**config.mk**
```make
export PLATFORM = sky130hd
export DESIGN_NAME = update_slot_priority_manager_flat
export DESIGN_NICKNAME = d
export VERILOG_FILES = /design/src/hw/rtl/usp_pkg.sv /design/src/hw/rtl/usp_cmd_if.sv /design/src/hw/rtl/usp_rsp_if.sv /design/src/hw/rtl/update_slot_priority_manager.sv /design/src/hw/rtl/usp_dp.sv /design/src/hw/rtl/usp_ctrl.sv /design/src/flat_wrapper.sv
export SDC_FILE = /design/constraint.sdc
export NUM_CORES = 1
export LEC_CHECK = 0
export ABC_AREA = 1
export BUFFER_PORTS_ARGS = -buffer_cell sky130_fd_sc_hd__buf_2
export CORE_MARGIN = 2
export CORE_UTILIZATION = 60
export CTS_BUF_LIST = sky130_fd_sc_hd__clkbuf_8
export DETAILED_ROUTE_END_ITERATION = 8
export PLACE_DENSITY = 0.83
export SYNTH_ARGS = -nofsm -noshare
export SYNTH_HDL_FRONTEND = slang
export SYNTH_SLANG_ARGS = --single-unit
export TNS_END_PERCENT = 5
```
**constraint.sdc**
```tcl
create_clock -name clk -period 9.56 [get_ports clk]
set_input_delay 1.434 -clock clk [delete_from_list [all_inputs] [get_ports clk]]
set_output_delay 1.434 -clock clk [all_outputs]
set_load 0.05 [all_outputs]
```
**src/hw/rtl/usp_pkg.sv**
```systemverilog
package usp_pkg;

  // command codes
  localparam logic [3:0] CMD_QUERY     = 4'd0;
  localparam logic [3:0] CMD_DECREMENT = 4'd1;
  localparam logic [3:0] CMD_MARK_OK   = 4'd2;
  localparam logic [3:0] CMD_CLEAR     = 4'd3;
  localparam logic [3:0] CMD_SELECT    = 4'd4;
  localparam logic [3:0] CMD_REQ_ROLL  = 4'd5;
  localparam logic [3:0] CMD_ROLL_PEND = 4'd6;
  localparam logic [3:0] CMD_ROLL_NOW  = 4'd7;
  localparam logic [3:0] CMD_REVERT    = 4'd8;
  localparam logic [3:0] CMD_RESET_ALL = 4'd9;

  // status codes
  localparam logic [1:0] ST_OK        = 2'd0;
  localparam logic [1:0] ST_BAD_INDEX = 2'd1;
  localparam logic [1:0] ST_NO_TRIES  = 2'd2;
  localparam logic [1:0] ST_NO_CAND   = 2'd3;

  // datapath operations
  localparam int OP_W = 5;
  localparam logic [OP_W-1:0] OP_NOP         = 5'd0;
  localparam logic [OP_W-1:0] OP_LATCH       = 5'd1;
  localparam logic [OP_W-1:0] OP_EXEC        = 5'd2;
  localparam logic [OP_W-1:0] OP_RESET_ALL   = 5'd3;
  localparam logic [OP_W-1:0] OP_SEL_INIT    = 5'd4;
  localparam logic [OP_W-1:0] OP_SEL_STEP    = 5'd5;
  localparam logic [OP_W-1:0] OP_SEL_FIN     = 5'd6;
  localparam logic [OP_W-1:0] OP_ROLL_INIT   = 5'd7;
  localparam logic [OP_W-1:0] OP_ROLL_STEP   = 5'd8;
  localparam logic [OP_W-1:0] OP_ROLL_FIN    = 5'd9;
  localparam logic [OP_W-1:0] OP_REV_INIT    = 5'd10;
  localparam logic [OP_W-1:0] OP_REV_STEP    = 5'd11;
  localparam logic [OP_W-1:0] OP_REV_NOCAND  = 5'd12;
  localparam logic [OP_W-1:0] OP_REV_SHIFT   = 5'd13;
  localparam logic [OP_W-1:0] OP_REV_FIX_CUR = 5'd14;
  localparam logic [OP_W-1:0] OP_REV_FIX_NEW = 5'd15;
  localparam logic [OP_W-1:0] OP_SHOW_CUR    = 5'd16;
  localparam logic [OP_W-1:0] OP_BAD_TARGET  = 5'd17;
  localparam logic [OP_W-1:0] OP_REPORT      = 5'd18;

  typedef struct packed {
    logic [OP_W-1:0] op;
  } dp_cmd_t;

  typedef struct packed {
    logic [3:0] cmd;     // latched command
    logic       idx_ok;  // latched index below slots in use
    logic       pend;    // roll request outstanding
    logic       tgt_ok;  // pending target below slots in use
    logic       last;    // walk pointer on last slot in use
    logic       found;   // search hit
  } dp_stat_t;

endpackage

```
**src/hw/rtl/usp_cmd_if.sv**
```systemverilog
interface usp_cmd_if;
  logic       valid;
  logic       ready;
  logic [3:0] cmd;
  logic [3:0] slot_index;

  modport source (output valid, output cmd, output slot_index, input ready);
  modport sink (input valid, input cmd, input slot_index, output ready);
endinterface

```
**src/hw/rtl/usp_rsp_if.sv**
```systemverilog
interface usp_rsp_if;
  logic       valid;
  logic       ready;
  logic [1:0] status;
  logic [2:0] result_slot;
  logic       slot_successful;
  logic [3:0] slot_tries_left;
  logic [2:0] slot_priority;
  logic [2:0] current_slot;
  logic       restart_pending;

  modport source (
    output valid, output status, output result_slot, output slot_successful,
    output slot_tries_left, output slot_priority, output current_slot,
    output restart_pending, input ready
  );
  modport sink (
    input valid, input status, input result_slot, input slot_successful,
    input slot_tries_left, input slot_priority, input current_slot,
    input restart_pending, output ready
  );
endinterface

```
**src/hw/rtl/update_slot_priority_manager.sv**
```systemverilog
// sequencing: simple commands and reset all go straight to the result word; select new,
//   a roll that goes ahead and a revert walk the slots in use, and a revert that finds a
//   fallback walks them a second time; walks step one slot a cycle through the single
//   table read port
// throughput: one command at a time, next word taken the cycle after the result loads
// reset: slot 0 current and successful, ranks in slot order, tries = 3, slot_count = 8,
//   max_tries = 3, no roll pending, no result word held
module update_slot_priority_manager #(
  parameter int SLOTS    = 8,
  parameter int TRY_BITS = 4
) (
  input  logic        clk,
  input  logic        rst,
  // configuration port
  input  logic        psel,
  input  logic        penable,
  input  logic        pwrite,
  input  logic [2:0]  paddr,
  input  logic [31:0] pwdata,
  output logic [31:0] prdata,
  output logic        pready,
  // command and result channels
  usp_cmd_if.sink     cmd_ch,
  usp_rsp_if.source   rsp_ch
);
  import usp_pkg::*;

  // configuration registers, word address picks the register
  logic [3:0] slot_count;
  logic [3:0] max_tries;
  logic       cfg_wr;

  dp_cmd_t  ctl;
  dp_stat_t st;

  assign pready = 1'b1;
  assign cfg_wr = psel && penable && pwrite;

  always_ff @(posedge clk) begin
    if (rst) begin
      slot_count <= 4'd8;
      max_tries  <= 4'd3;
    end else if (cfg_wr) begin
      // slot_count only takes effect at the next reset all
      if (paddr[2]) begin
        max_tries <= pwdata[3:0];
      end else begin
        slot_count <= pwdata[3:0];
      end
    end
  end

  assign prdata = paddr[2] ? {28'd0, max_tries} : {28'd0, slot_count};

  // sequencer: one state per walk, waits in report while the result word is held
  usp_ctrl u_ctrl (
    .clk       (clk),
    .rst       (rst),
    .in_valid  (cmd_ch.valid),
    .in_ready  (cmd_ch.ready),
    .out_valid (rsp_ch.valid),
    .out_ready (rsp_ch.ready),
    .ctl       (ctl),
    .st        (st)
  );

  // slot table, walk pointer, search registers and the result word register
  usp_dp #(
    .SLOTS    (SLOTS),
    .TRY_BITS (TRY_BITS)
  ) u_dp (
    .clk             (clk),
    .rst             (rst),
    .ctl             (ctl),
    .st              (st),
    .cmd             (cmd_ch.cmd),
    .slot_index      (cmd_ch.slot_index),
    .slot_count      (slot_count),
    .max_tries       (max_tries),
    .status          (rsp_ch.status),
    .result_slot     (rsp_ch.result_slot),
    .slot_successful (rsp_ch.slot_successful),
    .slot_tries_left (rsp_ch.slot_tries_left),
    .slot_priority   (rsp_ch.slot_priority),
    .current_slot    (rsp_ch.current_slot),
    .restart_pending (rsp_ch.restart_pending)
  );

endmodule

```
**src/hw/rtl/usp_dp.sv**
```systemverilog
module usp_dp #(
  parameter int SLOTS    = 8,
  parameter int TRY_BITS = 4
) (
  input  logic              clk,
  input  logic              rst,
  input  usp_pkg::dp_cmd_t  ctl,
  output usp_pkg::dp_stat_t st,
  input  logic [3:0]        cmd,
  input  logic [3:0]        slot_index,
  input  logic [3:0]        slot_count,
  input  logic [3:0]        max_tries,
  output logic [1:0]        status,
  output logic [2:0]        result_slot,
  output logic              slot_successful,
  output logic [3:0]        slot_tries_left,
  output logic [2:0]        slot_priority,
  output logic [2:0]        current_slot,
  output logic              restart_pending
);
  import usp_pkg::*;

  localparam int IW = $clog2(SLOTS);
  localparam int AW = $clog2(SLOTS + 1);
  localparam logic [8:0] TRY_MAX = 9'((1 << TRY_BITS) - 1);
  localparam logic [TRY_BITS-1:0] RST_TRIES =
    (TRY_MAX < 9'd3) ? TRY_BITS'(TRY_MAX) : TRY_BITS'(3);
  localparam logic [AW-1:0] RST_ACTIVE = AW'((SLOTS < 8) ? SLOTS : 8);

  // slot table
  logic                flag  [SLOTS];
  logic [TRY_BITS-1:0] tries [SLOTS];
  logic [IW-1:0]       rank  [SLOTS];

  logic [IW-1:0] cur;
  logic          pend;
  logic [IW-1:0] pend_tgt;
  logic [AW-1:0] active;

  logic [3:0]    cmd_q;
  logic [3:0]    idx_q;
  logic [IW-1:0] ptr;
  logic [IW-1:0] pick;
  logic [IW-1:0] key;
  logic          found;

  logic [1:0]    res_status;
  logic [IW-1:0] res_slot;
  logic [2:0]    res_tag;
  logic          res_ok;

  logic [TRY_BITS-1:0] load_tries;
  logic [AW-1:0]       clamp_n;
  logic [IW-1:0]       lowest;
  logic [IW-1:0]       idx_lo;
  logic [IW-1:0]       roll_src;
  logic [IW-1:0]       rd_addr;
  logic                rd_flag;
  logic [TRY_BITS-1:0] rd_tries;
  logic [IW-1:0]       rd_rank;
  logic [IW-1:0]       ptr_next;

  always_comb begin
    load_tries = ({5'd0, max_tries} > TRY_MAX) ? TRY_BITS'(TRY_MAX) : TRY_BITS'(max_tries);
    if (slot_count < 4'd2) begin
      clamp_n = AW'(2);
    end else if (8'(slot_count) > 8'(SLOTS)) begin
      clamp_n = AW'(SLOTS);
    end else begin
      clamp_n = AW'(slot_count);
    end
    lowest   = IW'(active - AW'(1));
    idx_lo   = IW'(idx_q);
    roll_src = (cmd_q == CMD_ROLL_PEND) ? pend_tgt : idx_lo;
    ptr_next = st.last ? '0 : ptr + IW'(1);
  end

  // one read port into the table
  always_comb begin
    case (ctl.op)
      OP_EXEC:      rd_addr = idx_lo;
      OP_ROLL_INIT: rd_addr = roll_src;
      OP_REPORT:    rd_addr = res_slot;
      default:      rd_addr = ptr;
    endcase
    rd_flag  = flag[rd_addr];
    rd_tries = tries[rd_addr];
    rd_rank  = rank[rd_addr];
  end

  always_comb begin
    st.cmd    = cmd_q;
    st.idx_ok = 8'(idx_q) < 8'(active);
    st.pend   = pend;
    st.tgt_ok = 8'(pend_tgt) < 8'(active);
    st.last   = 8'(ptr) == (8'(active) - 8'd1);
    st.found  = found;
  end

  always_ff @(posedge clk) begin
    if (rst || ctl.op == OP_RESET_ALL) begin
      for (int i = 0; i < SLOTS; i++) begin
        flag[i]  <= (i == 0);
        tries[i] <= rst ? RST_TRIES : load_tries;
        rank[i]  <= IW'(i);
      end
      cur        <= '0;
      pend       <= 1'b0;
      pend_tgt   <= '0;
      active     <= rst ? RST_ACTIVE : clamp_n;
      res_status <= ST_OK;
      res_slot   <= '0;
      res_tag    <= '0;
      res_ok     <= 1'b1;
    end else begin
      case (ctl.op)
        OP_LATCH: begin
          cmd_q <= cmd;
          idx_q <= slot_index;
        end
        OP_EXEC: begin
          res_slot <= idx_lo;
          res_tag  <= 3'(idx_q);
          res_ok   <= st.idx_ok;
          if (!st.idx_ok) begin
            res_status <= ST_BAD_INDEX;
          end else begin
            case (cmd_q)
              CMD_DECREMENT: begin
                if (rd_tries == '0) begin
                  res_status <= ST_NO_TRIES;
                end else begin
                  res_status    <= ST_OK;
                  tries[idx_lo] <= rd_tries - TRY_BITS'(1);
                end
              end
              CMD_MARK_OK: begin
                res_status   <= ST_OK;
                flag[idx_lo] <= 1'b1;
              end
              CMD_CLEAR: begin
                // the system slot cannot be cleared
                if (idx_q == 4'd0) begin
                  res_status <= ST_BAD_INDEX;
                end else begin
                  res_status    <= ST_OK;
                  flag[idx_lo]  <= 1'b0;
                  tries[idx_lo] <= load_tries;
                end
              end
              CMD_REQ_ROLL: begin
                res_status <= ST_OK;
                pend       <= 1'b1;
                pend_tgt   <= idx_lo;
              end
              default: res_status <= ST_OK;
            endcase
          end
        end
        OP_SEL_INIT: begin
          ptr   <= IW'(1);
          key   <= '0;
          found <= 1'b0;
        end
        OP_SEL_STEP: begin
          if (rd_rank > key) begin
            key   <= rd_rank;
            pick  <= ptr;
            found <= 1'b1;
          end
          ptr <= ptr_next;
        end
        OP_SEL_FIN: begin
          res_ok <= 1'b1;
          if (found) begin
            flag[pick]  <= 1'b0;
            tries[pick] <= load_tries;
            res_status  <= ST_OK;
            res_slot    <= pick;
            res_tag     <= 3'(pick);
          end else begin
            res_status <= ST_NO_CAND;
            res_slot   <= cur;
            res_tag    <= 3'(cur);
          end
        end
        OP_ROLL_INIT: begin
          pick <= roll_src;
          key  <= rd_rank;
          ptr  <= '0;
        end
        OP_ROLL_STEP: begin
          if (rd_rank <= key) begin
            rank[ptr] <= rd_rank + IW'(1);
          end
          ptr <= ptr_next;
        end
        OP_ROLL_FIN: begin
          rank[pick] <= '0;
          pend       <= 1'b0;
          pend_tgt   <= '0;
          cur        <= pick;
          res_status <= ST_OK;
          res_slot   <= pick;
          res_tag    <= 3'(pick);
          res_ok     <= 1'b1;
        end
        OP_REV_INIT: begin
          ptr   <= '0;
          key   <= lowest;
          found <= 1'b0;
        end
        OP_REV_STEP: begin
          // best successful fallback, later slot wins a tie
          if (rd_flag && rd_rank != '0 && rd_rank <= key) begin
            key   <= rd_rank;
            pick  <= ptr;
            found <= 1'b1;
          end
          ptr <= ptr_next;
        end
        OP_REV_NOCAND, OP_SHOW_CUR: begin
          res_status <= (ctl.op == OP_REV_NOCAND) ? ST_NO_CAND : ST_OK;
          res_slot   <= cur;
          res_tag    <= 3'(cur);
          res_ok     <= 1'b1;
        end
        OP_REV_SHIFT: begin
          if (rd_rank >= key && rd_rank <= lowest) begin
            rank[ptr] <= rd_rank - IW'(1);
          end
          ptr <= ptr_next;
        end
        OP_REV_FIX_CUR: begin
          rank[cur] <= lowest;
          flag[cur] <= 1'b0;
        end
        OP_REV_FIX_NEW: begin
          rank[pick] <= '0;
          cur        <= pick;
          res_status <= ST_OK;
          res_slot   <= pick;
          res_tag    <= 3'(pick);
          res_ok     <= 1'b1;
        end
        OP_BAD_TARGET: begin
          res_status <= ST_BAD_INDEX;
          res_slot   <= pend_tgt;
          res_tag    <= 3'(pend_tgt);
          res_ok     <= 1'b0;
        end
        OP_REPORT: begin
          status          <= res_status;
          result_slot     <= res_tag;
          slot_successful <= res_ok & rd_flag;
          slot_tries_left <= res_ok ? 4'(rd_tries) : 4'd0;
          slot_priority   <= res_ok ? 3'(rd_rank) : 3'd0;
          current_slot    <= 3'(cur);
          restart_pending <= pend;
        end
        default: ;
      endcase
    end
  end

  a_cur_rank_zero: assert property (@(posedge clk) disable iff (rst)
    ctl.op == OP_REPORT |-> rank[cur] == '0)
    else $error("current slot does not hold rank zero at report");

  a_pend_target_in_range: assert property (@(posedge clk) disable iff (rst)
    pend |-> st.tgt_ok)
    else $error("pending target outside slots in use");

  a_walk_in_range: assert property (@(posedge clk) disable iff (rst)
    (ctl.op == OP_SEL_STEP || ctl.op == OP_ROLL_STEP || ctl.op == OP_REV_STEP ||
     ctl.op == OP_REV_SHIFT) |-> 8'(ptr) < 8'(active))
    else $error("walk pointer beyond slots in use");

endmodule

```
**src/hw/rtl/usp_ctrl.sv**
```systemverilog
module usp_ctrl (
  input  logic              clk,
  input  logic              rst,
  input  logic              in_valid,
  output logic              in_ready,
  output logic              out_valid,
  input  logic              out_ready,
  output usp_pkg::dp_cmd_t  ctl,
  input  usp_pkg::dp_stat_t st
);
  import usp_pkg::*;

  localparam logic [3:0] S_IDLE        = 4'd0;
  localparam logic [3:0] S_DISPATCH    = 4'd1;
  localparam logic [3:0] S_SEL_SCAN    = 4'd2;
  localparam logic [3:0] S_SEL_FIN     = 4'd3;
  localparam logic [3:0] S_ROLL_SCAN   = 4'd4;
  localparam logic [3:0] S_ROLL_FIN    = 4'd5;
  localparam logic [3:0] S_REV_SCAN    = 4'd6;
  localparam logic [3:0] S_REV_CHECK   = 4'd7;
  localparam logic [3:0] S_REV_SHIFT   = 4'd8;
  localparam logic [3:0] S_REV_FIX_CUR = 4'd9;
  localparam logic [3:0] S_REV_FIX_NEW = 4'd10;
  localparam logic [3:0] S_REPORT      = 4'd11;

  logic [3:0] state;
  logic [3:0] state_next;
  logic       out_valid_next;
  logic       fire;

  assign in_ready = (state == S_IDLE);
  assign fire     = !out_valid || out_ready;

  always_comb begin
    state_next     = state;
    ctl.op         = OP_NOP;
    out_valid_next = out_valid && !out_ready;
    case (state)
      S_IDLE: begin
        if (in_valid) begin
          ctl.op     = OP_LATCH;
          state_next = S_DISPATCH;
        end
      end
      S_DISPATCH: begin
        case (st.cmd)
          CMD_RESET_ALL: begin
            ctl.op     = OP_RESET_ALL;
            state_next = S_REPORT;
          end
          CMD_SELECT: begin
            ctl.op     = OP_SEL_INIT;
            state_next = S_SEL_SCAN;
          end
          CMD_REVERT: begin
            ctl.op     = OP_REV_INIT;
            state_next = S_REV_SCAN;
          end
          CMD_ROLL_PEND: begin
            if (!st.pend) begin
              ctl.op     = OP_SHOW_CUR;
              state_next = S_REPORT;
            end else if (!st.tgt_ok) begin
              ctl.op     = OP_BAD_TARGET;
              state_next = S_REPORT;
            end else begin
              ctl.op     = OP_ROLL_INIT;
              state_next = S_ROLL_SCAN;
            end
          end
          CMD_ROLL_NOW: begin
            if (st.idx_ok) begin
              ctl.op     = OP_ROLL_INIT;
              state_next = S_ROLL_SCAN;
            end else begin
              ctl.op     = OP_EXEC;
              state_next = S_REPORT;
            end
          end
          default: begin
            ctl.op     = OP_EXEC;
            state_next = S_REPORT;
          end
        endcase
      end
      S_SEL_SCAN: begin
        ctl.op = OP_SEL_STEP;
        if (st.last) state_next = S_SEL_FIN;
      end
      S_SEL_FIN: begin
        ctl.op     = OP_SEL_FIN;
        state_next = S_REPORT;
      end
      S_ROLL_SCAN: begin
        ctl.op = OP_ROLL_STEP;
        if (st.last) state_next = S_ROLL_FIN;
      end
      S_ROLL_FIN: begin
        ctl.op     = OP_ROLL_FIN;
        state_next = S_REPORT;
      end
      S_REV_SCAN: begin
        ctl.op = OP_REV_STEP;
        if (st.last) state_next = S_REV_CHECK;
      end
      S_REV_CHECK: begin
        if (st.found) begin
          state_next = S_REV_SHIFT;
        end else begin
          ctl.op     = OP_REV_NOCAND;
          state_next = S_REPORT;
        end
      end
      S_REV_SHIFT: begin
        ctl.op = OP_REV_SHIFT;
        if (st.last) state_next = S_REV_FIX_CUR;
      end
      S_REV_FIX_CUR: begin
        ctl.op     = OP_REV_FIX_CUR;
        state_next = S_REV_FIX_NEW;
      end
      S_REV_FIX_NEW: begin
        ctl.op     = OP_REV_FIX_NEW;
        state_next = S_REPORT;
      end
      S_REPORT: begin
        if (fire) begin
          ctl.op         = OP_REPORT;
          out_valid_next = 1'b1;
          state_next     = S_IDLE;
        end
      end
      default: state_next = S_IDLE;
    endcase
  end

  always_ff @(posedge clk) begin
    if (rst) begin
      state     <= S_IDLE;
      out_valid <= 1'b0;
    end else begin
      state     <= state_next;
      out_valid <= out_valid_next;
    end
  end

  a_result_from_report: assert property (@(posedge clk) disable iff (rst)
    $rose(out_valid) |-> $past(state == S_REPORT))
    else $error("result word raised outside report");

  a_one_at_a_time: assert property (@(posedge clk) disable iff (rst)
    in_valid && in_ready |=> !in_ready)
    else $error("second word taken while one is in work");

  a_report_waits: assert property (@(posedge clk) disable iff (rst)
    state == S_REPORT && out_valid && !out_ready |=> state == S_REPORT)
    else $error("result overwritten before it was taken");

endmodule

```
**src/flat_wrapper.sv**
```systemverilog
// flat-port wrapper written by rule: the top's interface ports become plain ports
module update_slot_priority_manager_flat import usp_pkg::*;
#(
  parameter int SLOTS    = 8,
  parameter int TRY_BITS = 4
)
  (clk, rst, psel, penable, pwrite, paddr, pwdata, prdata, pready, cmd_ch_valid, cmd_ch_cmd, cmd_ch_slot_index, cmd_ch_ready, rsp_ch_valid, rsp_ch_status, rsp_ch_result_slot, rsp_ch_slot_successful, rsp_ch_slot_tries_left, rsp_ch_slot_priority, rsp_ch_current_slot, rsp_ch_restart_pending, rsp_ch_ready);
  usp_cmd_if cmd_ch_i ();
  usp_rsp_if rsp_ch_i ();
  input  logic clk;
  input  logic rst;
  input  logic psel;
  input  logic penable;
  input  logic pwrite;
  input  logic [2:0] paddr;
  input  logic [31:0] pwdata;
  output logic [31:0] prdata;
  output logic pready;
  input wire logic [$bits(cmd_ch_i.valid)-1:0] cmd_ch_valid;
  input wire logic [$bits(cmd_ch_i.cmd)-1:0] cmd_ch_cmd;
  input wire logic [$bits(cmd_ch_i.slot_index)-1:0] cmd_ch_slot_index;
  output wire logic [$bits(cmd_ch_i.ready)-1:0] cmd_ch_ready;
  output wire logic [$bits(rsp_ch_i.valid)-1:0] rsp_ch_valid;
  output wire logic [$bits(rsp_ch_i.status)-1:0] rsp_ch_status;
  output wire logic [$bits(rsp_ch_i.result_slot)-1:0] rsp_ch_result_slot;
  output wire logic [$bits(rsp_ch_i.slot_successful)-1:0] rsp_ch_slot_successful;
  output wire logic [$bits(rsp_ch_i.slot_tries_left)-1:0] rsp_ch_slot_tries_left;
  output wire logic [$bits(rsp_ch_i.slot_priority)-1:0] rsp_ch_slot_priority;
  output wire logic [$bits(rsp_ch_i.current_slot)-1:0] rsp_ch_current_slot;
  output wire logic [$bits(rsp_ch_i.restart_pending)-1:0] rsp_ch_restart_pending;
  input wire logic [$bits(rsp_ch_i.ready)-1:0] rsp_ch_ready;
  assign cmd_ch_i.valid = cmd_ch_valid;
  assign cmd_ch_i.cmd = cmd_ch_cmd;
  assign cmd_ch_i.slot_index = cmd_ch_slot_index;
  assign cmd_ch_ready = cmd_ch_i.ready;
  assign rsp_ch_valid = rsp_ch_i.valid;
  assign rsp_ch_status = rsp_ch_i.status;
  assign rsp_ch_result_slot = rsp_ch_i.result_slot;
  assign rsp_ch_slot_successful = rsp_ch_i.slot_successful;
  assign rsp_ch_slot_tries_left = rsp_ch_i.slot_tries_left;
  assign rsp_ch_slot_priority = rsp_ch_i.slot_priority;
  assign rsp_ch_current_slot = rsp_ch_i.current_slot;
  assign rsp_ch_restart_pending = rsp_ch_i.restart_pending;
  assign rsp_ch_i.ready = rsp_ch_ready;
  update_slot_priority_manager #(.SLOTS(SLOTS), .TRY_BITS(TRY_BITS)) u_core (.clk(clk), .rst(rst), .psel(psel), .penable(penable), .pwrite(pwrite), .paddr(paddr), .pwdata(pwdata), .prdata(prdata), .pready(pready), .cmd_ch(cmd_ch_i), .rsp_ch(rsp_ch_i));
endmodule
```
==> impl_metrics.ini, run 1 <==
[timing]
setup-tns-final_ns = 0
min_period_ns = 6.30
fin_crit_sh_pct = 65.9
slew_headroom_pct = 31.5
final.setup.worst_slack_ns = 3.26
tightestPinTransition_ns = 1.02
fmax_mhz = 159
hold_viol_final = 0
rsz0062_at_grt = no
setup_viol = 0
skew_ns = 0.0152
finalMaxSlewViolations = 0

[synth]
synth_compound_area_share_pct = 10.8
synth_xor_area_share_pct = 0.893
async_flop_share_pct = 0
synthAdderAreaFrac_pct = 2.33
synth_cells = 981
ys.flop_type = edfxtp_1
yosys_warnings = 0
yosys.area_share.simple_pct = 28.9
synthDistinctLibCells = 55
synth.avg_cell_area_um2 = 8.00
synth_edf_count = 102
syn_area_mm2 = 0.00784
muxShareOfSynthArea_pct = 0.303
synth-seq-cells = 129
synth_top_family_by_area = simple AND/OR/NAND/NOR gates
seq_area_frac_synth_pct = 45.9

[clock_network]
cts_tree = built
cts_root_buffer = clkbuf_8
cts.sinks = 129
numCtsBuffers = 17
insertion_delay_ns = 0.46
cts_hold_buffers = 0
cts-resized-gates = 0
postCtsSetupRepairBufs = 0
htreeDepth = 4
cts_buffer_depth = 2
clkTransAtPathRegs_ns = 0.08

[critical_path]
critPathLaunchType = primary input
r2r-start = u_core.u_dp.active[3]$_SDFFCE_PP1P_
cp_slowest_cell = a21oi_1
crit_end = u_core.u_dp.rank[2][1]$_SDFFCE_PN1P_
rr_endpoint = u_core.u_dp.rank[2][1]$_SDFFCE_PN1P_
critical_path_arrival_ns = 6.48
critical_path_class = primary input to flop
path_buf_inv = 5
worstSetupStartpoint = rsp_ch_ready
reg2reg_depth = 27
slowest_delay_ns = 0.61
worstPathMaxFanout = 19
worst-path-stages = 26
worstSetupEndpointType = flop
crit_required_ns = 9.74
path_delay_family = simple AND/OR/NAND/NOR gates
ff2ff_setup_slack_ns = 3.46

[outcome]
status = completed

[detailed_routing]
avgViaCountPerCell = 5.66
wl_per_cell_um = 15.6
finalWirelength_um = 18900
drt_iter0_markers = 568
postRouteAntennaNets = 0
drc = 0
drtPass1Iterations = 5
vias = 6838

[power]
p_total_mw = 2.64
p_leak_nw = 3.93
power.ir.vdd_worst_uv = 187
power.density_mw_per_mm2 = 310

[placement]
place_area_mm2 = 0.00807
place_congestion = 0.943
place_ws_ns = 3.02
portBuffers = 42
dp_hpwl_um = 13500

[grt]
grt_pass1_vias = 6301
grt_first_pass_wirelength_um = 30500
grt_overflow = 0
track_usage_pct = 27.8
grt_antenna_before_repair = 0
grt_max_degree = 38

[floorplan]
initial_core_util_pct = 61.9
boundaryPins = 102
rows = 41
fp.dieW_um = 118
dieHeight_um = 118
coreArea_mm2 = 0.0127
die_area_mm2 = 0.0140

[layout]
post-route-util_pct = 67.3
insertedDiodeCount = 0
area_growth_pct = 8.66
fillCellCount = 1093
drive_above_1_share_pct = 14.6
fin_nets = 1087
final_cell_area_mm2 = 0.00852

[job]
drv_cap = 0

[hold_path]
hold_class = flop to flop
min_path_cells = 0
-- cell families (layout without fill, tap and decap cells) --
kind of cell,after synthesis,after routing
buffers and inverters,188,216
adders and majority gates,14,14
and+or+nand+nor,490,490
other,2,29
xor gates and xnor gates,8,8
AOI/OAI and AO/OA,148,148
DFF,129,129
muxes,2,2
-- layout make-up --
type / count / area (um^2) / area share, %
multi-input combinational: 691 / 3490 / 41.0
inverter: 140 / 528 / 6.19
clock inverter: 14 / 210 / 2.47
tap: 172 / 215 / 2.52
clock buffer: 18 / 248 / 2.91
timing repair buffer: 44 / 225 / 2.64
sequential: 129 / 3600 / 42.3
-- where the power goes --
part	total, mW	switching, mW	internal (mW)
clock	0.544	0.227	0.317
combinational	1.34	0.992	0.351
sequential	0.753	0.0434	0.709
-- cell usage after synthesis, types with 3 or more instances --
cell / count / area share [%]
ha_1: 13 / 2.1
nand4_1: 8 / 0.64
nor2_1: 118 / 5.6
xor2_1: 5 / 0.56
clkinv_1: 3 / 0.14
buf_4: 32 / 3.1
o22ai_1: 9 / 0.72
dfxtp_1: 27 / 6.9
buf_1: 3 / 0.14
o21ai_0: 59 / 3.8
a21oi_1: 29 / 1.9
nor3_1: 8 / 0.51
nand3_2: 6 / 0.77
nand2_4: 5 / 0.72
o211ai_1: 6 / 0.57
xnor2_1: 3 / 0.34
nand2_1: 245 / 12
or2_2: 4 / 0.32
a31oi_1: 7 / 0.56
clkbuf_1: 7 / 0.34
nor4_1: 6 / 0.48
nand3_1: 51 / 3.3
inv_1: 119 / 5.7
o21ai_1: 23 / 1.5
buf_2: 4 / 0.26
edfxtp_1: 102 / 39
nand3_4: 7 / 1.6
inv_2: 17 / 0.81
nand2_2: 20 / 1.6
-- per-stage QoR --
step / hold WS (ns) / instances
final: 0.435 / 1208
after floorplan: 0.403 / 1008
after global routing: 0.448 / 1208
after CTS: 0.440 / 1208
after detailed placement: 0.422 / 1176
after global placement: 0.413 / 1176
-- placed cells by master, fill, tap and decap left out, types with 6 or more instances in the layout --
master	synthesis	final
nor2_1	118	118
nand2_1	245	245
o211ai_1	6	6
o21ai_0	59	59
conb_1	2	29
nor3_1	8	8
edfxtp_1	102	102
buf_2	4	42
o22ai_1	9	9
nand2_2	20	20
nand4_1	8	8
ha_1	13	13
a31oi_1	7	7
nor4_1	6	6
nand3_2	6	6
inv_1	119	120
inv_2	17	17
nand3_4	7	7
dfxtp_1	27	27
clkbuf_8	0	18
o21ai_1	23	23
a21oi_1	29	29
nand3_1	51	51
-- worst min-delay path by stage --
stage | from | end | slack [ns]
after global routing | u_core.u_dp.pend$_SDFFE_PP0P_ | u_core.u_dp.restart_pending$_DFFE_PP_ | 0.45
after floorplan | u_core.u_dp.res_status[0]$_SDFFE_PP0P_ | u_core.u_dp.status[0]$_DFFE_PP_ | 0.40
after global placement | u_core.u_dp.pend$_SDFFE_PP0P_ | u_core.u_dp.restart_pending$_DFFE_PP_ | 0.41
final | u_core.u_dp.pend$_SDFFE_PP0P_ | u_core.u_dp.restart_pending$_DFFE_PP_ | 0.43
after detailed placement | u_core.u_dp.pend$_SDFFE_PP0P_ | u_core.u_dp.restart_pending$_DFFE_PP_ | 0.42
after CTS | u_core.u_dp.pend$_SDFFE_PP0P_ | u_core.u_dp.restart_pending$_DFFE_PP_ | 0.44
-- layer usage --
metal	part of all wire (%)	vias to the layer above	GRT usage (%)
li1	-	3268	-
met1	41	3115	36.7
met2	47	403	44.3
met3	9.9	52	5.94
met4	2.5	0	11.7
met5	0	-	0
-- flip-flops by register name (all words and copies together) (netlist names), 4 cells and up --
name,flops
u_core.u_dp.rank,24
u_core.slot_count,4
u_core.u_dp.flag,8
u_core.u_dp.cmd_q,4
u_core.u_dp.idx_q,4
u_core.u_dp.tries,32
u_core.u_dp.slot_tries_left,4
u_core.max_tries,4
u_core.u_ctrl.state,4
u_core.u_dp.active,4
-- worst reg2reg max path, stage by stage, from the launching register on --
cell and delay [ns]:
edfxtp_1 0.48, inv_1 0.19, ha_1 0.27, a21oi_1 0.19
nand3_1 0.16, nand2_1 0.09, nand2_1 0.05, nand2_1 0.14
nand2_2 0.08, inv_2 0.08, nand2_4 0.08, o21ai_4 0.11
nor2_1 0.11, nor2_4 0.46, inv_2 0.29, o21ai_1 0.14
o22ai_1 0.09, inv_1 0.09, o21a_1 0.32, ha_1 0.21
nand3b_1 0.11, a32oi_1 0.07, nor4_1 0.53, nand2_2 0.18
inv_1 0.11, fa_1 0.42, a21oi_1 0.61, nand3_1 0.19
Note: power is estimated with default switching activity, not from simulation.
==> run 2, diff against run 1 <==
- CORE_UTILIZATION: 60 -> 55
- PLACE_DENSITY: 0.83 -> 0.81
- clock period: 9.56 -> 5.53 ns (I/O delays scaled with it)
==> impl_metrics.ini, run 2 (synthesis results as in run 1) <==
[outcome]
status = completed

[timing]
skew_ns = 0.0117
whs_ns = 0.450
setup-tns-final_ns = 0
setup_viol = 0
hold_viol_final = 0
tightestPinTransition_ns = 1.04
finalMaxSlewViolations = 0
fin_crit_sh_pct = 93.3
min_period_ns = 5.16
final.setup.worst_slack_ns = 0.369
slew_headroom_pct = 30.1
fmax_mhz = 194

[floorplan]
rows = 43
boundaryPins = 102
fp.dieW_um = 123
dieHeight_um = 123
die_area_mm2 = 0.0152
initial_core_util_pct = 56.5
coreArea_mm2 = 0.0139

[critical_path]
critPathLaunchType = flop
path_delay_family = simple AND/OR/NAND/NOR gates
critical_path_class = flop to flop
path_common_cell = nand2_1
slowest_delay_ns = 0.44
crit_required_ns = 5.73
ff2ff_setup_slack_ns = 0.37
cp_slowest_cell = edfxtp_1
worstSetupEndpointType = flop
path_buf_inv = 9
critical_path_arrival_ns = 5.36
worstPathMaxFanout = 22

[layout]
area_growth_pct = 10.4
drive_above_1_share_pct = 15.7
largest_reg_flops = 32
fillCellCount = 1213
largest_register = u_core.u_dp.tries
post-route-util_pct = 62.4
fin_nets = 1101
top_regs = u_core.u_dp.tries: 32 flops, u_core.u_dp.rank: 24 flops, u_core.u_dp.flag: 8 flops
final_cell_mix = 245 x nand2_1, 121 x inv_1, 117 x nor2_1
insertedDiodeCount = 0
final_common_cell = nand2_1

[grt]
grt_overflow = 0
grt_max_degree = 34
track_usage_pct = 26.3
grt_antenna_before_repair = 0
grt_pass1_vias = 6227
grt_first_pass_wirelength_um = 30300

[power]
p_total_mw = 4.73
cell_internal_pwr_mw = 2.50
power_frac_seq_pct = 27.5
switching_share_pct = 47.1
power.ir.vdd_worst_uv = 299
pwr-share-comb_pct = 51.9
switchingPower_mw = 2.23
p_leak_nw = 4.00
power.density_mw_per_mm2 = 546
p_clk_share_pct = 20.6

[placement]
dp_hpwl_um = 13800
place_ws_ns = 0.353
place_congestion = 0.969
portBuffers = 42

[detailed_routing]
wl_per_cell_um = 15.5
finalWirelength_um = 19100
vias = 6733
drtPass1Iterations = 6
drt_iter0_markers = 570
drc = 0
avgViaCountPerCell = 5.48
postRouteAntennaNets = 0

[hold_path]
hold_class = flop to flop

[clock_network]
cts_tree = built
cts_hold_buffers = 0
cts_buffer_depth = 2
cts_root_buffer = clkbuf_8
htreeDepth = 4
numCtsBuffers = 17
insertion_delay_ns = 0.46
clkTransAtPathRegs_ns = 0.08
cts.sinks = 129

[job]
drv_cap = 0
run 2: cell types whose count changed in the layout (fill, tap and decap cells not counted), sizes merged:
cell	before	now
buf	44	58
clkinv	8	5
bufinv	5	6
clkbuf	18	17
clkinvlp	1	2
inv	140	141
run 2: final cells by class:
| type | instances | area, um^2 | share of cell area (%) |
|---|---|---|---|
| Tap cell | 180 | 225 | 2.60 |
| Multi-Input combinational cell | 691 | 3500 | 40.4 |
| Inverter | 140 | 528 | 6.10 |
| Clock inverter | 14 | 238 | 2.75 |
| Sequential cell | 129 | 3600 | 41.6 |
| Clock buffer | 17 | 234 | 2.70 |
| Timing Repair Buffer | 58 | 330 | 3.81 |
run 2: final timing paths:
| check | from | end | depth (start not counted) |
|---|---|---|---|
| max | u_core.u_dp.active[3]$_SDFFCE_PP1P_ | u_core.u_dp.rank[4][2]$_SDFFCE_PN1P_ | 35 |
| min | u_core.u_dp.pend$_SDFFE_PP0P_ | u_core.u_dp.restart_pending$_DFFE_PP_ | 0 |
| max reg2reg | u_core.u_dp.active[3]$_SDFFCE_PP1P_ | u_core.u_dp.rank[4][2]$_SDFFCE_PN1P_ | 35 |
| min reg2reg | u_core.u_dp.pend$_SDFFE_PP0P_ | u_core.u_dp.restart_pending$_DFFE_PP_ | 0 |
run 2: power groups by stage:
stage | combinational (mW) | sequential [mW] | clock, mW
2_1_floorplan | 1.77 | 1.29 | 0
3_5_place_dp | 2.36 | 1.32 | 0
3_3_place_gp | 2.32 | 1.32 | 0
5_1_grt | 2.68 | 1.31 | 1.02
6_report | 2.45 | 1.30 | 0.976
4_1_cts | 2.40 | 1.30 | 0.980
run 2: metal layers:
metal / GRT usage, % / part of all wire, % / vias up
li1: - / - / 3286
met1: 34.7 / 42 / 3088
met2: 42.6 / 47 / 316
met3: 4.66 / 7.8 / 43
met4: 11.1 / 2.5 / 0
met5: 0 / 0 / -
run 2: per-stage QoR:
step / instances / instance area, um^2
finish: 1229 / 8660
global route: 1229 / 8660
CTS: 1226 / 8630
detailed placement: 1195 / 8160
global placement: 1195 / 8160
floorplan: 1008 / 7950
run 2: what timing repair did:
action | CTS | global route
buffers inserted | 0 | 3
setup endpoints to repair | 0 | 9
resized for setup | 0 | 1
run 2: worst register-to-register path: cells and delay by family, from the launching register on:
family,cells,cell delay [ns]
flip-flops,1,0.44
AND/OR/NAND/NOR,18,1.89
adder cells (fa/ha/maj),3,0.87
buffers and inverters,9,0.91
XOR/XNOR,1,0.16
AO/OA/AOI/OAI,4,0.65
